File: config.mk
export PLATFORM = sky130hd
export DESIGN_NAME = civil_date_to_seconds
export DESIGN_NICKNAME = d
export VERILOG_FILES = /design/src/hdl/csec_pkg.sv /design/src/hdl/csec_calc.sv /design/src/hdl/csec_leap.sv /design/src/hdl/csec_sum.sv /design/src/hdl/civil_date_to_seconds.sv
export SDC_FILE = /design/constraint.sdc
export NUM_CORES = 1
export LEC_CHECK = 0
export BUFFER_PORTS_ARGS = -buffer_cell sky130_fd_sc_hd__clkbuf_2
export CELL_PAD_IN_SITES_DETAIL_PLACEMENT = 0
export CELL_PAD_IN_SITES_GLOBAL_PLACEMENT = 1
export CORE_MARGIN = 2
export CORE_UTILIZATION = 53
export DETAILED_ROUTE_END_ITERATION = 7
export GPL_TIMING_DRIVEN = 0
export MAX_ROUTING_LAYER = met4
export PLACE_DENSITY_LB_ADDON = 0.1
export SKIP_LAST_GASP = 1
export SYNTH_ARGS = -nofsm -noshare
export SYNTH_HDL_FRONTEND = slang
export SYNTH_SLANG_ARGS = --single-unit
File: constraint.sdc
create_clock -name aclk -period 10.95 [get_ports aclk]
set_clock_uncertainty 0.2 [all_clocks]
set_input_delay 1.6425 -clock aclk [delete_from_list [all_inputs] [get_ports aclk]]
set_output_delay 1.6425 -clock aclk [all_outputs]
set_load 0.02 [all_outputs]
File: src/hdl/csec_pkg.sv
`timescale 1ns / 1ps
`default_nettype none
// ----------------------------------------------------------------------------
// csec_pkg: shared types and constants for the civil date converter
// calendar tables, field widths, register indexes and stage payload structs
// ----------------------------------------------------------------------------
package csec_pkg;

    localparam int unsigned DAY_W    = 17;  // day index since 2000-01-01
    localparam int unsigned TOD_W    = 17;  // seconds within a day, up to 86400
    localparam int unsigned LEAP_W   = 17;  // leap-second day registers
    localparam int unsigned USED_W   = 2;
    localparam int unsigned TOTAL_W  = 33;
    localparam int unsigned IN_TDATA_W  = 40;
    localparam int unsigned OUT_TDATA_W = 40;
    localparam int unsigned CFG_IDX_W   = 2;

    localparam logic [DAY_W-1:0] SECS_PER_DAY = 17'd86400;

    // register indexes on the config port
    localparam logic [CFG_IDX_W-1:0] REG_LEAP_FIRST  = 2'd0;
    localparam logic [CFG_IDX_W-1:0] REG_LEAP_SECOND = 2'd1;
    localparam logic [CFG_IDX_W-1:0] REG_LEAP_THIRD  = 2'd2;
    localparam logic [CFG_IDX_W-1:0] REG_LEAP_USED   = 2'd3;

    localparam logic [LEAP_W-1:0] LEAP_FIRST_RST  = 17'd2191;
    localparam logic [LEAP_W-1:0] LEAP_SECOND_RST = 17'd3287;
    localparam logic [LEAP_W-1:0] LEAP_THIRD_RST  = 17'd4564;
    localparam logic [USED_W-1:0] LEAP_USED_RST   = 2'd3;

    // after range checks and day count
    typedef struct packed {
        logic             ok;
        logic             sec60;      // second field is 60
        logic             last_min;   // 23:59
        logic [DAY_W-1:0] days;
        logic [TOD_W-1:0] tod;
    } stage1_t;

    // after the leap table scan
    typedef struct packed {
        logic              ok;
        logic [USED_W-1:0] extra;
        logic [DAY_W-1:0]  days;
        logic [TOD_W-1:0]  tod;
    } stage2_t;

    // month length with feb at 29, zero for months that do not exist
    function automatic logic [4:0] month_len(input logic [3:0] mo);
        logic [4:0] len;
        case (mo)
            4'd1, 4'd3, 4'd5, 4'd7, 4'd8, 4'd10, 4'd12: len = 5'd31;
            4'd4, 4'd6, 4'd9, 4'd11:                    len = 5'd30;
            4'd2:                                       len = 5'd29;
            default:                                    len = 5'd0;
        endcase
        return len;
    endfunction

    // days in the year before the first of the month, non-leap year
    function automatic logic [8:0] days_before_month(input logic [3:0] mo);
        logic [8:0] dbm;
        case (mo)
            4'd1:    dbm = 9'd0;
            4'd2:    dbm = 9'd31;
            4'd3:    dbm = 9'd59;
            4'd4:    dbm = 9'd90;
            4'd5:    dbm = 9'd120;
            4'd6:    dbm = 9'd151;
            4'd7:    dbm = 9'd181;
            4'd8:    dbm = 9'd212;
            4'd9:    dbm = 9'd243;
            4'd10:   dbm = 9'd273;
            4'd11:   dbm = 9'd304;
            4'd12:   dbm = 9'd334;
            default: dbm = 9'd0;
        endcase
        return dbm;
    endfunction

endpackage

`default_nettype wire

File: src/hdl/csec_calc.sv
`timescale 1ns / 1ps
`default_nettype none
// ----------------------------------------------------------------------------
// csec_calc: field checks and day count
// range checks, leap-year rule, day index and seconds of the day, registered
// ----------------------------------------------------------------------------
module csec_calc (
    input  wire logic             aclk,
    input  wire logic             aresetn,
    input  wire logic             in_valid,
    output logic                  in_ready,
    input  wire logic [7:0]       year_offset,
    input  wire logic [3:0]       month,
    input  wire logic [4:0]       day_of_month,
    input  wire logic [4:0]       hour,
    input  wire logic [5:0]       minute,
    input  wire logic [5:0]       second,
    output logic                  out_valid,
    input  wire logic             out_ready,
    output csec_pkg::stage1_t     out_data
);

    logic                       valid_reg;
    csec_pkg::stage1_t          data_reg;
    csec_pkg::stage1_t          data_next;
    logic                       leap_year;
    logic [csec_pkg::DAY_W-1:0] year_days;
    logic [6:0]                 quad_cnt;
    logic [1:0]                 cent_cnt;
    logic                       qcent_cnt;
    logic [4:0]                 mlen;
    logic                       range_ok;

    // 2000 is a leap year, 2100 and 2200 are not
    assign leap_year = (year_offset[1:0] == 2'd0) && (year_offset != 8'd100)
                       && (year_offset != 8'd200);

    assign quad_cnt  = 7'(({1'b0, year_offset} + 9'd3) >> 2);
    assign cent_cnt  = (year_offset == 8'd0)   ? 2'd0 :
                       (year_offset <= 8'd100) ? 2'd1 :
                       (year_offset <= 8'd200) ? 2'd2 : 2'd3;
    assign qcent_cnt = (year_offset != 8'd0);

    assign year_days = 17'({9'd0, year_offset} * 17'd365) + 17'(quad_cnt)
                       - 17'(cent_cnt) + 17'(qcent_cnt);

    assign mlen = csec_pkg::month_len(month);

    always_comb begin
        range_ok = (mlen != 5'd0) && (day_of_month != 5'd0) && (day_of_month <= mlen)
                   && (hour <= 5'd23) && (minute <= 6'd59) && (second <= 6'd60);
        // feb 29 outside a leap year
        if ((month == 4'd2) && (day_of_month == 5'd29) && !leap_year) begin
            range_ok = 1'b0;
        end
        data_next.ok       = range_ok;
        data_next.sec60    = (second == 6'd60);
        data_next.last_min = (hour == 5'd23) && (minute == 6'd59);
        data_next.days     = year_days + 17'(csec_pkg::days_before_month(month))
                             + 17'(day_of_month) - 17'd1
                             + 17'((month > 4'd2) && leap_year);
        data_next.tod      = 17'({12'd0, hour} * 17'd3600) + 17'({11'd0, minute} * 17'd60)
                             + 17'(second);
    end

    assign in_ready = !valid_reg || out_ready;

    always_ff @(posedge aclk) begin
        if (!aresetn) begin
            valid_reg <= 1'b0;
        end else if (in_ready) begin
            valid_reg <= in_valid;
        end
    end

    always_ff @(posedge aclk) begin
        if (in_ready && in_valid) begin
            data_reg <= data_next;
        end
    end

    assign out_valid = valid_reg;
    assign out_data  = data_reg;

endmodule

`default_nettype wire

File: src/hdl/csec_leap.sv
`timescale 1ns / 1ps
`default_nettype none
// ----------------------------------------------------------------------------
// csec_leap: leap-second table scan
// counts passed leap-second days and checks second 60, registered
// ----------------------------------------------------------------------------
module csec_leap (
    input  wire logic                        aclk,
    input  wire logic                        aresetn,
    input  wire logic [csec_pkg::LEAP_W-1:0] leap_day_first,
    input  wire logic [csec_pkg::LEAP_W-1:0] leap_day_second,
    input  wire logic [csec_pkg::LEAP_W-1:0] leap_day_third,
    input  wire logic [csec_pkg::USED_W-1:0] leap_entries_used,
    input  wire logic                        in_valid,
    output logic                             in_ready,
    input  wire csec_pkg::stage1_t           in_data,
    output logic                             out_valid,
    input  wire logic                        out_ready,
    output csec_pkg::stage2_t                out_data
);

    logic                          valid_reg;
    csec_pkg::stage2_t             data_reg;
    csec_pkg::stage2_t             data_next;
    logic [csec_pkg::LEAP_W-1:0]   entry [3];
    logic [csec_pkg::USED_W-1:0]   extra;
    logic                          today_ls;
    logic                          scan_on;

    assign entry[0] = leap_day_first;
    assign entry[1] = leap_day_second;
    assign entry[2] = leap_day_third;

    // scan stops at the first entry past the current day
    always_comb begin
        extra    = '0;
        today_ls = 1'b0;
        scan_on  = 1'b1;
        for (int i = 0; i < 3; i++) begin
            if (scan_on && (leap_entries_used > 2'(i))) begin
                if (in_data.days < entry[i]) begin
                    scan_on = 1'b0;
                end else if (in_data.days > entry[i]) begin
                    extra = extra + 2'd1;
                end else begin
                    today_ls = 1'b1;
                end
            end
        end
        data_next.ok    = in_data.ok && (!in_data.sec60 || (today_ls && in_data.last_min));
        data_next.extra = extra;
        data_next.days  = in_data.days;
        data_next.tod   = in_data.tod;
    end

    assign in_ready = !valid_reg || out_ready;

    always_ff @(posedge aclk) begin
        if (!aresetn) begin
            valid_reg <= 1'b0;
        end else if (in_ready) begin
            valid_reg <= in_valid;
        end
    end

    always_ff @(posedge aclk) begin
        if (in_ready && in_valid) begin
            data_reg <= data_next;
        end
    end

    assign out_valid = valid_reg;
    assign out_data  = data_reg;

    // passed leap days never exceed the entries in use
    a_extra_bound: assert property (@(posedge aclk) disable iff (!aresetn)
        in_valid |-> (3'(extra) + 3'(today_ls) <= 3'(leap_entries_used)))
        else $error("leap count exceeds entries in use");

endmodule

`default_nettype wire

File: src/hdl/csec_sum.sv
`timescale 1ns / 1ps
`default_nettype none
// ----------------------------------------------------------------------------
// csec_sum: final seconds sum
// zero for a rejected request, else day index times seconds per day plus time of day and leap count
// ----------------------------------------------------------------------------
module csec_sum (
    input  wire logic                         aclk,
    input  wire logic                         aresetn,
    input  wire logic                         in_valid,
    output logic                              in_ready,
    input  wire csec_pkg::stage2_t            in_data,
    output logic                              out_valid,
    input  wire logic                         out_ready,
    output logic [csec_pkg::TOTAL_W-1:0]      total_seconds,
    output logic                              valid_res
);

    logic                          valid_reg;
    logic [csec_pkg::TOTAL_W-1:0]  total_reg;
    logic [csec_pkg::TOTAL_W-1:0]  total_next;
    logic                          res_ok_reg;
    logic [2*csec_pkg::DAY_W-1:0]  day_secs;

    assign day_secs   = in_data.days * csec_pkg::SECS_PER_DAY;
    assign total_next = in_data.ok
                        ? 33'(day_secs) + 33'(in_data.tod) + 33'(in_data.extra)
                        : '0;

    assign in_ready = !valid_reg || out_ready;

    always_ff @(posedge aclk) begin
        if (!aresetn) begin
            valid_reg <= 1'b0;
        end else if (in_ready) begin
            valid_reg <= in_valid;
        end
    end

    always_ff @(posedge aclk) begin
        if (in_ready && in_valid) begin
            total_reg  <= total_next;
            res_ok_reg <= in_data.ok;
        end
    end

    assign out_valid     = valid_reg;
    assign total_seconds = total_reg;
    assign valid_res     = res_ok_reg;

endmodule

`default_nettype wire

File: src/hdl/civil_date_to_seconds.sv
`timescale 1ns / 1ps
`default_nettype none
// ----------------------------------------------------------------------------
// civil_date_to_seconds: civil date and time to seconds since 2000-01-01
// three-stage pipeline with configurable leap-second days
// ----------------------------------------------------------------------------
// usage
//   s_ channel carries one request per date: year offset, month, day, hour,
//   minute and second packed in s_tdata. m_ channel returns one result per
//   request, in order: total seconds and a valid flag in m_tdata.
//   a request that fails any check returns zero seconds with valid_res low.
//   a result reaches m_tvalid through three register stages (checks and day
//   count, leap scan, final sum). throughput: one request per cycle while
//   m_tready stays high; each stage holds its own valid bit and is ready
//   when empty or when the stage after it moves on.
//   when m_tready is low the result waits in the output register and the
//   upstream stages keep filling until every stage holds a request; then
//   s_tready drops and nothing is lost or repeated.
//   reset (aresetn low, synchronous) empties all stages and loads the leap
//   registers with their defaults; no clearing pass is needed.
//   config writes (cfg_wr_en) take effect on the next edge and are meant
//   for an idle pipeline.
// ----------------------------------------------------------------------------
module civil_date_to_seconds (
    input  wire logic                           aclk,
    input  wire logic                           aresetn,
    // config write port
    input  wire logic                           cfg_wr_en,
    input  wire logic [csec_pkg::CFG_IDX_W-1:0] cfg_index,
    input  wire logic [csec_pkg::LEAP_W-1:0]    cfg_wdata,
    // request channel
    input  wire logic                           s_tvalid,
    output logic                                s_tready,
    // year_offset[7:0], month[11:8], day_of_month[16:12], hour[21:17],
    // minute[27:22], second[33:28], zero fill[39:34]
    input  wire logic [csec_pkg::IN_TDATA_W-1:0]  s_tdata,
    // result channel
    output logic                                m_tvalid,
    input  wire logic                           m_tready,
    // total_seconds[32:0], valid_res[33], zero fill[39:34]
    output logic [csec_pkg::OUT_TDATA_W-1:0]    m_tdata
);

    // leap-second registers
    logic [csec_pkg::LEAP_W-1:0] leap_first_reg;
    logic [csec_pkg::LEAP_W-1:0] leap_second_reg;
    logic [csec_pkg::LEAP_W-1:0] leap_third_reg;
    logic [csec_pkg::USED_W-1:0] leap_used_reg;

    // stage links
    logic              s1_valid;
    logic              s1_ready;
    csec_pkg::stage1_t s1_data;
    logic              s2_valid;
    logic              s2_ready;
    csec_pkg::stage2_t s2_data;
    logic [csec_pkg::TOTAL_W-1:0] total_seconds;
    logic              valid_res;

    always_ff @(posedge aclk) begin
        if (!aresetn) begin
            leap_first_reg  <= csec_pkg::LEAP_FIRST_RST;
            leap_second_reg <= csec_pkg::LEAP_SECOND_RST;
            leap_third_reg  <= csec_pkg::LEAP_THIRD_RST;
            leap_used_reg   <= csec_pkg::LEAP_USED_RST;
        end else if (cfg_wr_en) begin
            unique case (cfg_index)
                csec_pkg::REG_LEAP_FIRST:  leap_first_reg  <= cfg_wdata;
                csec_pkg::REG_LEAP_SECOND: leap_second_reg <= cfg_wdata;
                csec_pkg::REG_LEAP_THIRD:  leap_third_reg  <= cfg_wdata;
                csec_pkg::REG_LEAP_USED:   leap_used_reg   <= cfg_wdata[csec_pkg::USED_W-1:0];
                default: ;
            endcase
        end
    end

    // stage 1: checks, day index, time of day
    csec_calc u_calc (
        .aclk         (aclk),
        .aresetn      (aresetn),
        .in_valid     (s_tvalid),
        .in_ready     (s_tready),
        .year_offset  (s_tdata[7:0]),
        .month        (s_tdata[11:8]),
        .day_of_month (s_tdata[16:12]),
        .hour         (s_tdata[21:17]),
        .minute       (s_tdata[27:22]),
        .second       (s_tdata[33:28]),
        .out_valid    (s1_valid),
        .out_ready    (s1_ready),
        .out_data     (s1_data)
    );

    // stage 2: leap table scan and second 60 check
    csec_leap u_leap (
        .aclk              (aclk),
        .aresetn           (aresetn),
        .leap_day_first    (leap_first_reg),
        .leap_day_second   (leap_second_reg),
        .leap_day_third    (leap_third_reg),
        .leap_entries_used (leap_used_reg),
        .in_valid          (s1_valid),
        .in_ready          (s1_ready),
        .in_data           (s1_data),
        .out_valid         (s2_valid),
        .out_ready         (s2_ready),
        .out_data          (s2_data)
    );

    // stage 3: seconds sum into the output register
    csec_sum u_sum (
        .aclk          (aclk),
        .aresetn       (aresetn),
        .in_valid      (s2_valid),
        .in_ready      (s2_ready),
        .in_data       (s2_data),
        .out_valid     (m_tvalid),
        .out_ready     (m_tready),
        .total_seconds (total_seconds),
        .valid_res     (valid_res)
    );

    assign m_tdata = {6'd0, valid_res, total_seconds};

    // rejected requests report zero seconds
    a_reject_zero: assert property (@(posedge aclk) disable iff (!aresetn)
        (m_tvalid && !valid_res) |-> (total_seconds == '0))
        else $error("rejected result carries nonzero seconds");

    // an empty output stage means the whole pipeline can take a request
    a_empty_ready: assert property (@(posedge aclk) disable iff (!aresetn)
        !m_tvalid |-> s_tready)
        else $error("pipeline stalled with empty output");

endmodule

`default_nettype wire
-- After elaboration in Yosys (flattened, before gate mapping)
Memories as Yosys holds them, arrays and structs flattened.
Index checks and enable logic that the tools add are counted.
W data, S select, Z words.
- register bits: 164
- ROM bits: 224
- bits of input ports: 64
- output and inout port bits: 42
- word-level logic and storage cells: 126
- memories: 2
- memory list (name ; depth ; bits a word ; read ports ; clocked after memory_dff ; wr ports ; RTL line ; source):
    (name not given) ; 16 ; 9 ; 1 ; 0 ; 0 ; csec_pkg.sv:63 ; case (mo)
    (name not given) ; 16 ; 5 ; 1 ; 0 ; 0 ; csec_pkg.sv:51 ; case (mo)
- add/sub/neg operators: 14
- multiply operators: 4
- order comparisons: 16
- equal/unequal tests: 10
- muxes and demuxes: 25
- reduce and logical (&&, ||, !) cells: 37
- operator list (cell ; number):
    $gt A17 B17 Y1 ; 3
    $lt A17 B17 Y1 ; 3
    $add A17 B1 Y17 ; 2
    $add A33 B17 Y33 ; 1
    $add A33 B2 Y33 ; 1
    $mul A17 B10 Y26 const B ; 1
    $mux W2 ; 10
    $logic_and A1 B1 Y1 ; 18
    $add A17 B12 Y17 ; 1
    $add A17 B5 Y17 ; 1
    $add A17 B6 Y17 ; 1
    $add A17 B7 Y17 ; 1
    $add A17 B9 Y17 ; 1
    $mul A8 B9 Y17 const B ; 1
    $sub A17 B1 Y17 const B ; 1
    $sub A17 B2 Y17 ; 1
    $mux W1 ; 15
    $mul A5 B8 Y13 const B ; 1
    $eq A6 B6 Y1 const B ; 2
    $le A6 B6 Y1 const B ; 2
    $eq A5 B5 Y1 const B ; 2
    $mul A6 B4 Y10 const B ; 1
    $reduce_bool A5 Y1 ; 2
    $add A8 B2 Y9 const B ; 1
    other kinds (19) ; 33

-- Logic depth before layout (Yosys ltp)
- depth in word-level cells: 13
- gate-level depth with buffers: 26
- mapped depth without buffers: 26

-- Modules after synthesis
Synthesis repeated with hierarchy kept, for this count alone.
- cells, all modules: 1638
- area total of the unflattened synthesis: 16365.7 um2
- modules (own cells, without submodules) (module ; instances ; cells an instance ; area each (um2) ; sequential area each (um2)):
    csec_calc ; 1 ; 629 ; 6157.2 ; 1131.1
    csec_sum ; 1 ; 546 ; 5392.7 ; 1041.0
    csec_leap ; 1 ; 247 ; 2632.5 ; 1131.1
    civil_date_to_seconds ; 1 ; 216 ; 2183.3 ; 1061.0

-- Least setup slack after synthesis
Ideal clock, no wire load.
- path kind: input-to-reg
- start point: input s_tdata[10] (netlist name)
- end point: register u_calc.data_reg (netlist bit u_calc.out_data[33]), data pin
- setup time: 0.266 ns
- arrival: 6.507 ns
- setup slack: 3.976 ns
- stages: 20
- cell sequence: clkbuf_1 -> inv_1 -> ha_1 -> mux2_2 -> fa_1 -> fa_1 -> inv_1 -> fa_1 -> fa_1 -> ha_1 -> nor2b_1 -> o21ai_0 -> a21boi_0 -> o21ai_0 -> a21boi_0 -> o21ai_0 -> a21oi_1 -> o41ai_1 -> mux2i_1 -> nand4_1
- RTL lines (element ; RTL line ; source):
    start: declaration ; civil_date_to_seconds.sv:36 ; input wire logic [csec_pkg::IN_TDATA_W-1:0] s_tdata,
    end signal: assignment ; csec_calc.sv:78 ; data_reg <= data_next;
    end: declaration ; csec_calc.sv:24 ; csec_pkg::stage1_t data_reg;

==> results by group <==
Status
  – Status: completed

Clock tree
  – Reg clk slew, reported paths: 0.06 ns
  – CTS H-tree lvls: 4
  – Postcts setup bufs: 0
  – Clock Tree Buf Depth: 2
  – CTS tree: built
  – Clock sinks: 164
  – CTS Root Cell: clkbuf_16
  – CTS buffer count: 17
  – Clk_lat worst skew: 0.43 ns
  – Post-CTS Hold Fix Bufs: 0
  – # resized after CTS: 0

Placement
  – Routability cong.: 0.897
  – Port Buf Inserts: 91
  – Post-DP HPWL: 26,400 um

Global routing
  – GRT Util Overall: 0.228
  – Initial antenna violation count: 0
  – Wire length of the first global-routing pass: 54,600 um
  – Number of global-route vias before repair: 11,400
  – Largest net degree at the start of global routing: 34
  – Total gr overflow: 0

Yosys
  – Syn. warnings: 0
  – Synth top area share: 0.227
  – Area contributors post-synth: ha_1 (23%), edfxtp_1 (21%), fa_1 (12%), dfxtp_1 (7.3%), inv_1 (6.6%)
  – Cell taking the most area after synthesis: ha_1
  – Post-synthesis sequential area ratio: 0.282
  – Synth Cell Area: 15,500 um^2
  – Asr flop ratio synth: 0
  – Synthesized area per cell: 9.77 um^2
  – Netlist cell types: 69
  – Top FF cell, synth: edfxtp_1
  – Mapped Cells: 1,583
  – Number of synthesized flops with an enable pin: 108
  – Seq cells post-synth: 164

Die
  – Initial Util: 0.539
  – Die height: 175 um
  – Die W: 175 um
  – Row cnt: 62
  – Core area: 28,700 um^2
  – Num ports: 106
  – Full die area: 30,500 um^2

Timing
  – Hold Fails Final Rpt: 0
  – Unrepaired setup endpoints after global routing: no
  – Setup violators final: 0
  – Relative slew slack: 0.257
  – Fmax: 138 MHz
  – Final Cycle Share: 0.663
  – Final worst path period need: 7.26 ns
  – Pins Over Slew Limit: 0
  – Worst Tran Pin Value: 1.10 ns
  – Setup TNS Final: 0 ns

Route
  – Routed vias: 11,000
  – Via/cell ratio: 5.26
  – Routed wire length: 32,100 um
  – Router iterations before antenna repair: 4
  – Drt initial violations: 491
  – Remaining antenna violation count after routing: 0
  – WL/cell: 15.3 um
  – Drt drc: 0

Finish
  – Area of the multi-input gates: 9990 um^2
  – Register area: 4360 um^2
  – Area Growth Syn to Fin: 10.7%
  – Layout cell share with drive strength beyond 1: 0.0922
  – Layout Nets: 2,139
  – Fillers: 2,554
  – Ant diodes: 0

Critical path
  – Required @ worst endpoint: 10.92 ns
  – Crit Path Max Fanout: 10
  – Crit path DAT: 7.22 ns
  – Worst setup SP type: primary input
  – CP Class: primary input to flip-flop
  – Crit end category: flip-flop

Run
  – Max_cap viols: 0

Hold path
  – HP Class: flip-flop to flip-flop
## final cells by class
class	instances	area share
Timing Repair Buffer	94	0.0306
Tap cell	384	0.0281
Inverter	274	0.0601
Sequential cell	164	0.255
Clock inverter	14	0.0102
Multi-Input combinational cell	1122	0.583
Buffer	28	0.00775
Clock buffer	18	0.0251
## placed cells by master, fill, tap and decap left out, drive strengths merged, types with 5 or more instances in the layout
cell | synthesis | routed
o21a | 11 | 11
nand2 | 134 | 134
xnor2 | 65 | 65
nand2b | 12 | 12
ha | 280 | 280
a211oi | 5 | 5
nor2 | 67 | 67
conb | 1 | 6
and3 | 9 | 9
nor4 | 7 | 7
a21boi | 37 | 37
clkbuf | 18 | 127
nor2b | 23 | 23
dfxtp | 56 | 56
edfxtp | 108 | 108
a31oi | 9 | 9
o21ai | 35 | 35
mux2i | 8 | 8
fa | 94 | 94
a21oi | 73 | 73
nor3b | 5 | 5
clkinvlp | 0 | 5
and2 | 14 | 14
a21o | 39 | 39
nor3 | 24 | 24
buf | 10 | 13
inv | 274 | 279
nand4 | 24 | 24
o31ai | 5 | 5
nand3 | 19 | 19
o211ai | 27 | 27
or2 | 6 | 6
o21bai | 12 | 12
xor2 | 27 | 27
## routing by layer
metal / wire length, um / vias to the layer above / GRT usage / part of all wire
met5: 0 / - / - / 0
met4: 705 / 0 / 0.0628 / 0.022
met3: 1010 / 46 / 0.0276 / 0.032
met2: 15100 / 178 / 0.383 / 0.47
met1: 15300 / 5201 / 0.293 / 0.48
li1: - / 5604 / - / -
## critical path, cell delays in order
cell and delay [ns]:
clkbuf_2 0.16, clkbuf_1 0.32, inv_1 0.19, ha_1 0.21, mux2_2 0.27, fa_1 0.49, fa_1 0.51, inv_1 0.05
fa_1 0.46, fa_1 0.49, ha_1 0.34, nor2b_1 0.14, o21ai_0 0.18, a21boi_0 0.15, o21ai_0 0.23, a21boi_0 0.16
o21ai_0 0.24, a21oi_1 0.12, o41ai_1 0.52, mux2i_1 0.25, nand4_1 0.09
## cells in the mapped netlist (all sizes together), types with 27 or more instances
master and n:
fa 94, o21ai 35, dfxtp 56, ha 280
xnor2 65, o211ai 27, nand2 134, edfxtp 108
xor2 27, nor2 67, a21o 39, a21oi 73
inv 274, a21boi 37
## cells by family (layout without fill, tap and decap cells)
| logic type | Yosys count | count (layout) | share of synthesized area |
|---|---|---|---|
| AO/OA/AOI/OAI | 278 | 278 | 0.120 |
| XOR/XNOR | 92 | 92 | 0.0521 |
| adder cells (fa/ha/maj) | 374 | 374 | 0.348 |
| buffers and inverters | 302 | 428 | 0.0751 |
| flip-flops | 164 | 164 | 0.282 |
| multiplexers | 11 | 11 | 0.00737 |
| other | 1 | 6 | 0.000243 |
| AND/OR/NAND/NOR | 361 | 361 | 0.114 |
## per-stage QoR
stage,worst slack (ns),cells,cell area [um^2],hold WS (ns),util
2_1_floorplan,3.98,1588,15500,0.200,-
3_3_place_gp,3.26,2063,16400,0.201,0.572
3_5_place_dp,3.25,2066,16500,0.206,0.575
4_1_cts,3.69,2098,17100,0.222,0.596
5_1_grt,3.03,2098,17100,0.229,0.596
6_report,3.69,2098,17100,0.222,0.596
## path summary, 6_finish.rpt
path	cells past startpoint	slack, ns	endpoint	start
setup reg to reg	21	4.91	u_sum.total_seconds[32]	u_leap.out_data[18]
setup / recovery	21	3.69	u_calc.out_data[33]	s_tdata[10]
hold reg to reg	0	0.22	u_leap.out_data[0]	u_calc.out_data[0]
hold / removal	0	0.22	u_leap.out_data[0]	u_calc.out_data[0]
Power is not shown: default switching activity piles up to over one toggle a cycle in this logic, so the estimate is an artifact.
